`config.mk`:
```
export PLATFORM = sky130hd
export DESIGN_NAME = md5_stream_hasher_top
export DESIGN_NICKNAME = d
export VERILOG_FILES = /design/src/design/md5sh_pkg.sv /design/src/design/md5sh_blkmem.sv /design/src/design/md5sh_round.sv /design/src/design/md5_stream_hasher_top.sv
export VERILOG_INCLUDE_DIRS = /design/src /design/src/design
export SDC_FILE = /design/constraint.sdc
export NUM_CORES = 2
export LEC_CHECK = 0
export BUFFER_PORTS_ARGS = -buffer_cell sky130_fd_sc_hd__buf_2
export CAP_MARGIN = 5
export CORE_MARGIN = 4
export CORE_UTILIZATION = 25
export CTS_BUF_LIST = sky130_fd_sc_hd__clkbuf_16
export CTS_CLUSTER_DIAMETER = 100
export DETAILED_ROUTE_END_ITERATION = 8
export SYNTH_ARGS = -nofsm -noshare
export SYNTH_HDL_FRONTEND = slang
export SYNTH_HIERARCHICAL = 1
export SYNTH_SLANG_ARGS = --single-unit
```
`constraint.sdc`:
```
create_clock -name clk -period 24.3 [get_ports clk]
set_clock_uncertainty 0.1 [all_clocks]
set_input_delay 1.215 -clock clk [delete_from_list [all_inputs] [get_ports clk]]
set_output_delay 1.215 -clock clk [all_outputs]
set_load 0.01 [all_outputs]
```
`src/design/assert_macros.svh`:
```
// Assertion helpers included by the top-level hasher.
`ifndef ASSERT_MACROS_SVH
`define ASSERT_MACROS_SVH

// Check a property on every rising clock edge outside of reset.
`define MD5SH_ASSERT(lbl, prop) \
	lbl: assert property (@(posedge clk) disable iff (!arst_n) prop) \
	else $error("md5 hasher check failed");

// Check that a condition never holds outside of reset.
`define MD5SH_NEVER(lbl, cond) \
	`MD5SH_ASSERT(lbl, !(cond))

`endif

```
`src/design/md5sh_pkg.sv`:
```
// ----------------------------------------------------------------------------
// md5sh_pkg
// Types, constants and round tables of the streaming MD5 hasher.
// ----------------------------------------------------------------------------
package md5sh_pkg;

	localparam int WordW   = 32;
	localparam int BlkAddrW = 4;

	localparam logic [WordW-1:0] InitA = 32'h67452301;
	localparam logic [WordW-1:0] InitB = 32'hEFCDAB89;
	localparam logic [WordW-1:0] InitC = 32'h98BADCFE;
	localparam logic [WordW-1:0] InitD = 32'h10325476;

	localparam logic [5:0] LastRound = 6'd63;
	localparam logic [3:0] LastWord  = 4'd15;
	localparam logic [3:0] LenLoWord = 4'd14;
	localparam logic [7:0] PadByte   = 8'h80;

	typedef struct packed {
		logic [31:0] data_word;
		logic [2:0]  byte_count;
		logic        last_item;
	} item_t;

	typedef struct packed {
		logic [31:0] digest_word;
		logic [1:0]  word_number;
		logic        last_word;
	} result_t;

	// Block memory write port.
	typedef struct packed {
		logic                we;
		logic [BlkAddrW-1:0] addr;
		logic [WordW-1:0]    data;
	} mem_wr_t;

	// Working registers A, B, C, D of the rounds.
	typedef struct packed {
		logic [31:0] a;
		logic [31:0] b;
		logic [31:0] c;
		logic [31:0] d;
	} round_regs_t;

	// Message word index used by round n.
	function automatic logic [3:0] msg_index(input logic [5:0] n);
		logic [7:0] k;
		begin
			case (n[5:4])
				2'd0: k = {2'b00, n};
				2'd1: k = 8'(5 * n + 1);
				2'd2: k = 8'(3 * n + 5);
				default: k = 8'(7 * n);
			endcase
			return k[3:0];
		end
	endfunction

	// Left rotation amount of round n.
	function automatic logic [4:0] rot_amount(input logic [5:0] n);
		logic [4:0] s;
		begin
			case ({n[5:4], n[1:0]})
				4'd0: s = 5'd7;   4'd1: s = 5'd12;  4'd2: s = 5'd17;  4'd3: s = 5'd22;
				4'd4: s = 5'd5;   4'd5: s = 5'd9;   4'd6: s = 5'd14;  4'd7: s = 5'd20;
				4'd8: s = 5'd4;   4'd9: s = 5'd11;  4'd10: s = 5'd16; 4'd11: s = 5'd23;
				4'd12: s = 5'd6;  4'd13: s = 5'd10; 4'd14: s = 5'd15; default: s = 5'd21;
			endcase
			return s;
		end
	endfunction

	// Sine-derived additive constant of round n.
	function automatic logic [31:0] sine_const(input logic [5:0] n);
		logic [31:0] t;
		begin
			case (n)
				6'd0: t = 32'hD76AA478;  6'd1: t = 32'hE8C7B756;
				6'd2: t = 32'h242070DB;  6'd3: t = 32'hC1BDCEEE;
				6'd4: t = 32'hF57C0FAF;  6'd5: t = 32'h4787C62A;
				6'd6: t = 32'hA8304613;  6'd7: t = 32'hFD469501;
				6'd8: t = 32'h698098D8;  6'd9: t = 32'h8B44F7AF;
				6'd10: t = 32'hFFFF5BB1; 6'd11: t = 32'h895CD7BE;
				6'd12: t = 32'h6B901122; 6'd13: t = 32'hFD987193;
				6'd14: t = 32'hA679438E; 6'd15: t = 32'h49B40821;
				6'd16: t = 32'hF61E2562; 6'd17: t = 32'hC040B340;
				6'd18: t = 32'h265E5A51; 6'd19: t = 32'hE9B6C7AA;
				6'd20: t = 32'hD62F105D; 6'd21: t = 32'h02441453;
				6'd22: t = 32'hD8A1E681; 6'd23: t = 32'hE7D3FBC8;
				6'd24: t = 32'h21E1CDE6; 6'd25: t = 32'hC33707D6;
				6'd26: t = 32'hF4D50D87; 6'd27: t = 32'h455A14ED;
				6'd28: t = 32'hA9E3E905; 6'd29: t = 32'hFCEFA3F8;
				6'd30: t = 32'h676F02D9; 6'd31: t = 32'h8D2A4C8A;
				6'd32: t = 32'hFFFA3942; 6'd33: t = 32'h8771F681;
				6'd34: t = 32'h6D9D6122; 6'd35: t = 32'hFDE5380C;
				6'd36: t = 32'hA4BEEA44; 6'd37: t = 32'h4BDECFA9;
				6'd38: t = 32'hF6BB4B60; 6'd39: t = 32'hBEBFBC70;
				6'd40: t = 32'h289B7EC6; 6'd41: t = 32'hEAA127FA;
				6'd42: t = 32'hD4EF3085; 6'd43: t = 32'h04881D05;
				6'd44: t = 32'hD9D4D039; 6'd45: t = 32'hE6DB99E5;
				6'd46: t = 32'h1FA27CF8; 6'd47: t = 32'hC4AC5665;
				6'd48: t = 32'hF4292244; 6'd49: t = 32'h432AFF97;
				6'd50: t = 32'hAB9423A7; 6'd51: t = 32'hFC93A039;
				6'd52: t = 32'h655B59C3; 6'd53: t = 32'h8F0CCC92;
				6'd54: t = 32'hFFEFF47D; 6'd55: t = 32'h85845DD1;
				6'd56: t = 32'h6FA87E4F; 6'd57: t = 32'hFE2CE6E0;
				6'd58: t = 32'hA3014314; 6'd59: t = 32'h4E0811A1;
				6'd60: t = 32'hF7537E82; 6'd61: t = 32'hBD3AF235;
				6'd62: t = 32'h2AD7D2BB; default: t = 32'hEB86D391;
			endcase
			return t;
		end
	endfunction

endpackage

```
`src/design/md5sh_blkmem.sv`:
```
// ----------------------------------------------------------------------------
// md5sh_blkmem
// 16 x 32 block buffer, one write port and one registered read port.
// ----------------------------------------------------------------------------
module md5sh_blkmem import md5sh_pkg::*; (
	input  logic                clk,
	input  mem_wr_t             wr,
	input  logic [BlkAddrW-1:0] raddr,
	output logic [WordW-1:0]    rdata
);

	logic [WordW-1:0] mem [2**BlkAddrW];

	// Write on enable, read every cycle into the registered read data.
	always_ff @(posedge clk) begin
		if (wr.we) begin
			mem[wr.addr] <= wr.data;
		end
		rdata <= mem[raddr];
	end

endmodule

```
`src/design/md5sh_round.sv`:
```
// ----------------------------------------------------------------------------
// md5sh_round
// One MD5 compression round on the working registers.
// ----------------------------------------------------------------------------
module md5sh_round import md5sh_pkg::*; (
	input  round_regs_t      cur,
	input  logic [WordW-1:0] msg,
	input  logic [5:0]       n,
	output round_regs_t      nxt
);

	logic [31:0] f;
	logic [31:0] sum;
	logic [4:0]  s;
	logic [63:0] dbl;

	// Pick the group's boolean function.
	always_comb begin
		case (n[5:4])
			2'd0: f = (cur.b & cur.c) | (~cur.b & cur.d);
			2'd1: f = (cur.b & cur.d) | (cur.c & ~cur.d);
			2'd2: f = cur.b ^ cur.c ^ cur.d;
			default: f = cur.c ^ (cur.b | ~cur.d);
		endcase
	end

	// Add, rotate and shift the registers along.
	assign sum = f + cur.a + msg + sine_const(n);
	assign s   = rot_amount(n);
	assign dbl = {sum, sum} << s;

	assign nxt.a = cur.d;
	assign nxt.b = cur.b + dbl[63:32];
	assign nxt.c = cur.b;
	assign nxt.d = cur.c;

endmodule

```
`src/design/md5_stream_hasher_top.sv`:
```
// Sequence: an item that fills a block is followed by its compression;
//   a last item pads (3 to 18 word writes, one or two compressions) and then
//   offers four digest transactions, one per cycle when not stalled.
// Throughput: one item per cycle until a block fills or a last item comes,
//   then compression, one round per cycle reading the block memory port.
// Reset: chaining words take the initial values, fill and length clear.
// ----------------------------------------------------------------------------
// md5_stream_hasher_top
// Streaming MD5 hasher: packs bytes into a block memory, compresses, pads.
// ----------------------------------------------------------------------------
`include "assert_macros.svh"
module md5_stream_hasher_top import md5sh_pkg::*; (
	input  logic    clk,
	input  logic    arst_n,
	input  logic    item_valid,
	output logic    item_stall,
	input  item_t   item,
	output logic    digest_valid,
	input  logic    digest_stall,
	output result_t digest
);

	typedef enum logic [2:0] {
		IDLE, PAD80, PAD, CPRE, CRND, CFIN, OUT
	} state_t;

	state_t          state_q;
	round_regs_t     chain_q, regs_q, regs_nxt;
	logic [5:0]      fill_q, rnd_q;
	logic [63:0]     msg_q;
	logic [31:0]     acc_q;
	logic [3:0]      pw_q;
	logic            last_q, pad_q, lenok_q, final_q;
	logic [1:0]      idx_q;

	mem_wr_t         wr;
	logic [3:0]      raddr;
	logic [31:0]     rdata;

	logic            accept;
	logic [2:0]      cnt;
	logic [2:0]      sum_b;
	logic [31:0]     dmask, dm;
	logic [63:0]     comb;
	logic            complete;
	logic [5:0]      fill_new;

	md5sh_blkmem u_mem (
		.clk   (clk),
		.wr    (wr),
		.raddr (raddr),
		.rdata (rdata)
	);

	md5sh_round u_round (
		.cur (regs_q),
		.msg (rdata),
		.n   (rnd_q),
		.nxt (regs_nxt)
	);

	assign item_stall = (state_q != IDLE);
	assign accept     = item_valid && !item_stall;

	// Clamp the byte count and merge the new bytes behind the partial word.
	always_comb begin
		cnt = (item.byte_count > 3'd4) ? 3'd4 : item.byte_count;
		case (cnt)
			3'd0: dmask = 32'h0000_0000;
			3'd1: dmask = 32'h0000_00FF;
			3'd2: dmask = 32'h0000_FFFF;
			3'd3: dmask = 32'h00FF_FFFF;
			default: dmask = 32'hFFFF_FFFF;
		endcase
		dm       = item.data_word & dmask;
		comb     = {32'b0, acc_q} | ({32'b0, dm} << {fill_q[1:0], 3'b000});
		sum_b    = {1'b0, fill_q[1:0]} + cnt;
		complete = sum_b[2];
		fill_new = fill_q + {3'b000, cnt};
	end

	// Drive the memory write port by state.
	always_comb begin
		wr = '0;
		unique case (state_q)
			IDLE: begin
				wr.we   = accept && complete;
				wr.addr = fill_q[5:2];
				wr.data = comb[31:0];
			end
			PAD80: begin
				wr.we   = 1'b1;
				wr.addr = fill_q[5:2];
				wr.data = acc_q | ({24'b0, PadByte} << {fill_q[1:0], 3'b000});
			end
			PAD: begin
				wr.we   = 1'b1;
				wr.addr = pw_q;
				if (lenok_q && pw_q == LenLoWord) begin
					wr.data = {msg_q[28:0], 3'b000};
				end else if (lenok_q && pw_q == LastWord) begin
					wr.data = msg_q[60:29];
				end else begin
					wr.data = '0;
				end
			end
			default: wr = '0;
		endcase
	end

	// Fetch one round ahead of use.
	always_comb begin
		if (state_q == CRND) begin
			raddr = msg_index(rnd_q + 6'd1);
		end else begin
			raddr = msg_index(6'd0);
		end
	end

	// Sequence absorb, padding, compression and digest output.
	always_ff @(posedge clk or negedge arst_n) begin
		if (!arst_n) begin
			state_q <= IDLE;
			chain_q <= {InitA, InitB, InitC, InitD};
			regs_q  <= '0;
			fill_q  <= '0;
			msg_q   <= '0;
			acc_q   <= '0;
			rnd_q   <= '0;
			pw_q    <= '0;
			idx_q   <= '0;
			last_q  <= 1'b0;
			pad_q   <= 1'b0;
			lenok_q <= 1'b0;
			final_q <= 1'b0;
		end else begin
			unique case (state_q)
				IDLE: begin
					if (accept) begin
						fill_q <= fill_new;
						msg_q  <= msg_q + {61'b0, cnt};
						acc_q  <= complete ? comb[63:32] : comb[31:0];
						last_q <= item.last_item;
						pad_q  <= 1'b0;
						if (complete && fill_q[5:2] == LastWord) begin
							state_q <= CPRE;
						end else if (item.last_item) begin
							state_q <= PAD80;
						end
					end
				end
				PAD80: begin
					acc_q   <= '0;
					lenok_q <= (fill_q[5:2] < LenLoWord);
					pad_q   <= 1'b1;
					if (fill_q[5:2] == LastWord) begin
						final_q <= 1'b0;
						state_q <= CPRE;
					end else begin
						pw_q    <= fill_q[5:2] + 4'd1;
						state_q <= PAD;
					end
				end
				PAD: begin
					pw_q <= pw_q + 4'd1;
					if (pw_q == LastWord) begin
						final_q <= lenok_q;
						state_q <= CPRE;
					end
				end
				CPRE: begin
					regs_q  <= chain_q;
					rnd_q   <= '0;
					state_q <= CRND;
				end
				CRND: begin
					regs_q <= regs_nxt;
					rnd_q  <= rnd_q + 6'd1;
					if (rnd_q == LastRound) begin
						state_q <= CFIN;
					end
				end
				CFIN: begin
					chain_q.a <= chain_q.a + regs_q.a;
					chain_q.b <= chain_q.b + regs_q.b;
					chain_q.c <= chain_q.c + regs_q.c;
					chain_q.d <= chain_q.d + regs_q.d;
					rnd_q     <= '0;
					if (pad_q) begin
						if (final_q) begin
							idx_q   <= '0;
							state_q <= OUT;
						end else begin
							pw_q    <= '0;
							lenok_q <= 1'b1;
							state_q <= PAD;
						end
					end else if (last_q) begin
						state_q <= PAD80;
					end else begin
						state_q <= IDLE;
					end
				end
				OUT: begin
					if (!digest_stall) begin
						idx_q <= idx_q + 2'd1;
						if (idx_q == 2'd3) begin
							chain_q <= {InitA, InitB, InitC, InitD};
							fill_q  <= '0;
							msg_q   <= '0;
							acc_q   <= '0;
							last_q  <= 1'b0;
							pad_q   <= 1'b0;
							state_q <= IDLE;
						end
					end
				end
				default: state_q <= IDLE;
			endcase
		end
	end

	// Present the digest words from the chaining registers.
	always_comb begin
		case (idx_q)
			2'd0: digest.digest_word = chain_q.a;
			2'd1: digest.digest_word = chain_q.b;
			2'd2: digest.digest_word = chain_q.c;
			default: digest.digest_word = chain_q.d;
		endcase
		digest.word_number = idx_q;
		digest.last_word   = (idx_q == 2'd3);
	end
	assign digest_valid = (state_q == OUT);

	`MD5SH_NEVER(a_out_blocks_in, digest_valid && !item_stall)
	`MD5SH_ASSERT(a_fin_after_last_round, (state_q == CFIN) |-> ($past(rnd_q) == LastRound))
	`MD5SH_NEVER(a_no_write_in_rounds, (state_q == CRND) && wr.we)

endmodule

```
# Word-level counts from Yosys, hierarchy flattened

Memories as Yosys holds them, arrays and structs flattened. A register that Yosys moved wholly into a read port is not among the register bits.
Index checks and enable logic that the tools add are counted.

Memory bits (read-only): 2128
Memories kept: 3
Bits in registers: 377
Bits in writable memories: 512

Memory list:

| name             | depth | width | read ports | clocked after memory_dff | write ports | line               | text |
|---|---|---|---|---|---|---|---|
| (name not given) | 64    | 32    | 1          | 0                        | 0           | md5sh_pkg.sv:79    | `case (n)` |
| u_mem.mem        | 16    | 32    | 1          | 1                        | 1           | md5sh_blkmem.sv:12 | `logic [WordW-1:0] mem [2**BlkAddrW];` |
| (name not given) | 16    | 5     | 1          | 0                        | 0           | md5sh_pkg.sv:65    | `case ({n[5:4], n[1:0]})` |

Shift-type cells: 3
Equal/unequal tests: 31
Multiply operators: 3
Add/subtract/negate cells: 17
$lt $le $gt $ge: 2
Reduce and logical (&&, ||, !) cells: 29
Bitwise gates (word level): 15
Muxes and demuxes: 61

Operator list:

| operator               | number |
|---|---|
| $pmux W128 S2          | 2 |
| $pmux W32 S3           | 3 |
| $add A32 B32 Y32       | 8 |
| $mux W128              | 2 |
| $mux W32               | 6 |
| $mux W64               | 3 |
| $and A32 B32 Y32       | 5 |
| $or A32 B32 Y32        | 4 |
| $pmux W32 S4           | 1 |
| $pmux W64 S2           | 1 |
| $pmux W37 S3           | 1 |
| $xor A32 B32 Y32       | 3 |
| $add A64 B3 Y64        | 1 |
| $not A32 Y32           | 2 |
| $or A32 B64 Y64        | 1 |
| $shl A32 B5 Y64        | 1 |
| $shl A64 B5 Y64        | 1 |
| $shl A8 B5 Y32 const A | 1 |
| $mux W3                | 10 |
| $pmux W4 S3            | 2 |
| $pmux W6 S2            | 2 |
| $pmux W3 S7            | 1 |
| $mux W6                | 3 |
| $mux W4                | 4 |
| other kinds (35)       | 93 |

# Logic depth before layout (Yosys ltp)

Depth in word-level cells: 10
Gate-level depth with buffers: 42
Mapped depth without buffers: 38

# By module

Netlist, hierarchy kept.

By module, submodules not included:

| module                | instances | area an instance (um^2) | cells each | seq. area each (um^2) |
|---|---|---|---|---|
| md5_stream_hasher_top | 1         | 25241.7                 | 3058       | 9439.1 |
| md5sh_blkmem          | 1         | 19836.5                 | 838        | 16015.4 |
| md5sh_round           | 1         | 13055.0                 | 1953       | 0.0 |

# Worst setup path before layout

Ideal clock, no wire load.

Path kind: register -> register
From: reg rnd_q[1]
To: reg regs_q[84] (netlist name)
Clock period less this slack: 8.598 ns
Library setup time: 0.082 ns
Required time: 24.118 ns
Cell stages (with the launch flop): 42
Arrival time: 8.416 ns
Slack: 15.702 ns
Buffers on the path: 4
Path through: dfrtp_1 > buf_2 > inv_2 > ha_1 > clkbuf_1 > clkbuf_1 > clkbuf_1 > o21ai_0 > o21ai_0 > a211oi_1 > a31oi_1 > fa_1 > inv_1 > ha_1 > inv_1 > fa_1 > nand2b_1 > a21oi_1 > [6 not listed] > mux2i_1 > mux2i_1 > o21ai_1 > ha_1 > fa_1 > a21o_1 > a21oi_2 > o21bai_1 > a2111oi_2 > o31ai_1 > a311oi_2 > o21bai_1 > a21o_1 > a21o_1 > a21oi_2 > xnor2_1 > nand2_1 > a31oi_1

Word-level cells in the longest chain between the ends: 5

Ends and longest elaborated chain:

| item                   | line                         | text |
|---|---|---|
| start, declared        | md5_stream_hasher_top.sv:29  | `logic [5:0] fill_q, rnd_q;` |
| start signal, assigned | md5_stream_hasher_top.sv:178 | `rnd_q <= rnd_q + 6'd1;` |
| $mem_v2 Z64 W32        | --                           |  |
| $add A32 B32 Y32       | md5sh_round.sv:28            | `assign sum = f + cur.a + msg + sine_const(n);` |
| $shl A64 B5 Y64 *      | md5sh_round.sv:30            | `assign dbl = {sum, sum} << s;` |
| $add A32 B32 Y32 *     | md5sh_round.sv:33            | `assign nxt.b = cur.b + dbl[63:32];` |
| net regs_nxt[84]       | md5_stream_hasher_top.sv:28  | `round_regs_t chain_q, regs_q, regs_nxt;` |
| $pmux W128 S2 *        | md5_stream_hasher_top.sv:137 | `unique case (state_q)` |
| end signal, assigned   | md5_stream_hasher_top.sv:172 | `regs_q <= chain_q;` |
| end signal, assigned   | md5_stream_hasher_top.sv:177 | `regs_q <= regs_nxt;` |
| end, declared          | md5_stream_hasher_top.sv:28  |  |

The timed path passes the listed nets; every way through them passes the cells marked *.
A chain may end at the register's enable or synchronous reset.

# Worst setup path in the final report

From: reg rnd_q[4]
To: reg regs_q[92] (netlist name)

Word-level cells in the longest chain between the ends: 8

Ends and longest elaborated chain:

| item                                 | line                         | text |
|---|---|---|
| $eq A2 B2 Y1 (tied with other cells) | md5sh_round.sv:19            | `case (n[5:4])` |
| $pmux W32 S3                         | md5sh_round.sv:19            |  |
| $add A32 B32 Y32 (3 in a row)        | md5sh_round.sv:28            |  |
| $shl A64 B5 Y64 *                    | md5sh_round.sv:30            |  |
| $add A32 B32 Y32 *                   | md5sh_round.sv:33            |  |
| net regs_nxt[92]                     | md5_stream_hasher_top.sv:28  |  |
| $pmux W128 S2 *                      | md5_stream_hasher_top.sv:137 |  |

Marked as above.

==> results.cfg <==
[floorplanning]
boundaryPins = 77
fp.dieArea_um2 = 240000
dieHeight_um = 490
core-area_um2 = 231000
floorplan.die.width_um = 490
fp-row-count = 176
starting_density_of_the_core_pct = 25.2

[hold_path]
worst_hold_path_type = in2async

[setup_path]
critical_path_peak_fanout = 54
start_kind = flip-flop
critPathArrivalTime_ns = 11.04
end_kind = flip-flop
slowest_stage = sky130_fd_sc_hd__dfrtp_4
crit_required_ns = 24.82
cp_slowest_stage_delay_ns = 0.70
path_class = reg2reg

[flow_run]
timing.max_cap.violations = 0

[clock_tree]
cts_hold_buf = 0
ctsLongestPathBuffers = 3
clock_sinks = 918
cts_inserted_buffers = 94
root_cell_of_the_clock_tree = sky130_fd_sc_hd__clkbuf_16
clkTransAtPathRegs_ns = 0.07
postCtsSetupBuffers = 0
clock_tree.htree_level_count = 3
cts_tree = done
clk_latency_ns = 0.74
cts_resized = 0

[global_routing]
total_global_routing_overflow = 0
global_route.usage.total_pct = 15.7
grt_antenna_before_repair = 6
grt_first_pass_wirelength_mm = 294
grt_pass1_vias = 44700
grt_start_max_net_pins = 227

[yosys]
synth_top_area_share_pct = 26.4
post_synth_num_cell_types = 117
ys_seq_area_share_pct = 43.8
synth.area.top_cells = sky130_fd_sc_hd__edfxtp_1 (26%), sky130_fd_sc_hd__dfrtp_1 (13%), sky130_fd_sc_hd__mux4_2 (5.2%)
post_synth.cell_area_avg_um2 = 9.94
post_synth_inst_count = 5849
synth-async-reset-ratio_pct = 40.7
netlist_area_um2 = 58100
ys_ff_latch = 918
synth_top_flop_cell = sky130_fd_sc_hd__edfxtp_1
yosys_warnings = 6
synth_enable_flop_cells = 512
post-synth-top-area-cell = sky130_fd_sc_hd__edfxtp_1
postSynthNetCount = 6184

[cells_and_area]
finish.utilization_pct = 28.0
multi_input_area_um2 = 29700
final_common_cell = sky130_fd_sc_hd__nand2_1
sequential_cell_area_um2 = 25500
layout.filler_cells = 23900
layout.cells.non_filler = 8767
drive_above_1_share_pct = 11.6
area.growth.synth_to_final_pct = 10.9
final_nets = 5994
mostFrequentLayoutCells = sky130_fd_sc_hd__nand2_1 (635), sky130_fd_sc_hd__nor2_1 (518), sky130_fd_sc_hd__edfxtp_1 (512)

[drt]
dr_total_vias = 46700
postRouteWirelength_mm = 196
initial_drt_markers = 4820
wire_per_inst_um = 22.4
drcViolationCount = 0
number_of_detailed_route_iterations_in_the_first_pass = 8
ant_nets = 0
routed_via_density = 5.32

[timing]
max_slew.worst_pin.slew_ns = 1.25
tns_ns = 0
period_needed_ns = 10.52
timing_max_transition_violations_final = 0
finalCritPeriodShare_pct = 43.3
timing.slew.headroom_pct = 16.5
setup-violations-final = 0
final_hold_viol_count = 0
max_freq_mhz = 95.0
grt_setup_unrepaired = false

[placed_design]
place.detailed.hpwl_mm = 135
finalWeightedCongestion = 0.925
place.port_buffers = 76
numPlacedInstances = 8587

[outcome]
run_status = finished, final reports clean
## final timing paths
| kind | start | end | slack (ns) | cells past startpoint |
|---|---|---|---|---|
| setup / recovery | rnd_q[4]$_DFFE_PN0P_ | regs_q[92]$_DFFE_PN0P_ | 13.78 | 36 |
| hold / removal | arst_n | acc_q[21]$_DFFE_PN0P_ | 0.32 | 1 |
| setup reg to reg | rnd_q[4]$_DFFE_PN0P_ | regs_q[92]$_DFFE_PN0P_ | 13.78 | 36 |
| hold reg to reg | acc_q[31]$_DFFE_PN0P_ | acc_q[31]$_DFFE_PN0P_ | 0.41 | 2 |
| max in group asynchronous | arst_n | chain_q[81]$_DFFE_PN0P_ | 20.85 | 4 |
| min in group clk | acc_q[31]$_DFFE_PN0P_ | acc_q[31]$_DFFE_PN0P_ | 0.41 | 2 |
## sequential cells by signal, indices dropped and copies added (netlist names), 2 cells and up
register / cells
chain_q: 128
msg_q: 61
state_q: 3
u_mem/rdata: 32
fill_q: 6
u_mem/mem: 512
regs_q: 128
pw_q: 4
acc_q: 32
rnd_q: 6
idx_q: 2
## layer usage
layer	vias to the layer above	routed length, um	global-route usage (%)
met1	23500	85800	21.6
met3	285	12900	2.39
met5	-	28	0
li1	21100	-	-
met2	1796	91200	25.3
met4	4	6310	4.93
## final cells by class
cell class	count	share of cell area [%]
flip-flops and latches	918	39.5
inverters	266	1.55
well taps	3026	5.88
repair buffers	179	1.88
diodes	2	0.00777
clock buffers	95	3.69
multi-input cells	4200	46.1
clock inverters	81	1.37
## metrics by stage
| stage | hold WS (ns) | setup WS, ns | cell area, um2 |
|---|---|---|---|
| finish | 0.319 | 13.78 | 64400 |
| global route | 0.374 | 13.07 | 64400 |
| CTS | 0.354 | 13.84 | 64400 |
| detailed placement | 0.392 | 13.94 | 61200 |
| global placement | 0.379 | 13.88 | 61200 |
| floorplan | 0.356 | 15.70 | 58100 |
## Yosys cell counts, types with 32 or more instances
cell type	count
sky130_fd_sc_hd__mux2i_1	101
sky130_fd_sc_hd__mux4_2	133
sky130_fd_sc_hd__clkbuf_1	264
sky130_fd_sc_hd__xnor2_1	116
sky130_fd_sc_hd__inv_1	263
sky130_fd_sc_hd__buf_1	56
sky130_fd_sc_hd__dfrtp_1	310
sky130_fd_sc_hd__a22oi_1	127
sky130_fd_sc_hd__nand3_1	155
sky130_fd_sc_hd__dfxtp_1	32
sky130_fd_sc_hd__o22ai_1	40
sky130_fd_sc_hd__nand2_1	638
sky130_fd_sc_hd__a211oi_1	71
sky130_fd_sc_hd__nand4_1	32
sky130_fd_sc_hd__a222oi_1	32
sky130_fd_sc_hd__nor3_1	119
sky130_fd_sc_hd__fa_1	70
sky130_fd_sc_hd__nor2b_1	33
sky130_fd_sc_hd__dfstp_2	64
sky130_fd_sc_hd__o21ai_0	292
sky130_fd_sc_hd__edfxtp_1	512
sky130_fd_sc_hd__nand2b_1	37
sky130_fd_sc_hd__xor2_1	154
sky130_fd_sc_hd__a21o_1	125
sky130_fd_sc_hd__a21oi_1	390
sky130_fd_sc_hd__buf_4	111
sky130_fd_sc_hd__a31oi_1	236
sky130_fd_sc_hd__nor2_1	535
sky130_fd_sc_hd__ha_1	225
sky130_fd_sc_hd__o221ai_1	36
## logic make-up after synthesis
| logic type | share of synthesized area, % |
|---|---|
| flops | 43.8 |
| buf+inv | 5.53 |
| mux | 7.32 |
| compound gates | 18.5 |
| fa+ha+maj | 7.77 |
| simple gates | 12.9 |
| xor+xnor | 4.18 |
## worst max-delay path, delay by kind of cell (launching register included)
family,cells,cell delay [ns]
AO/OA/AOI/OAI,19,4.98
adder cells (fa/ha/maj),5,2.11
buffers and inverters,3,1.21
flip-flops,1,0.70
XOR/XNOR,3,0.47
AND/OR/NAND/NOR,4,0.40
multiplexers,2,0.38
Power is not shown: default switching activity piles up to over one toggle a cycle in this logic, so the estimate is an artifact.
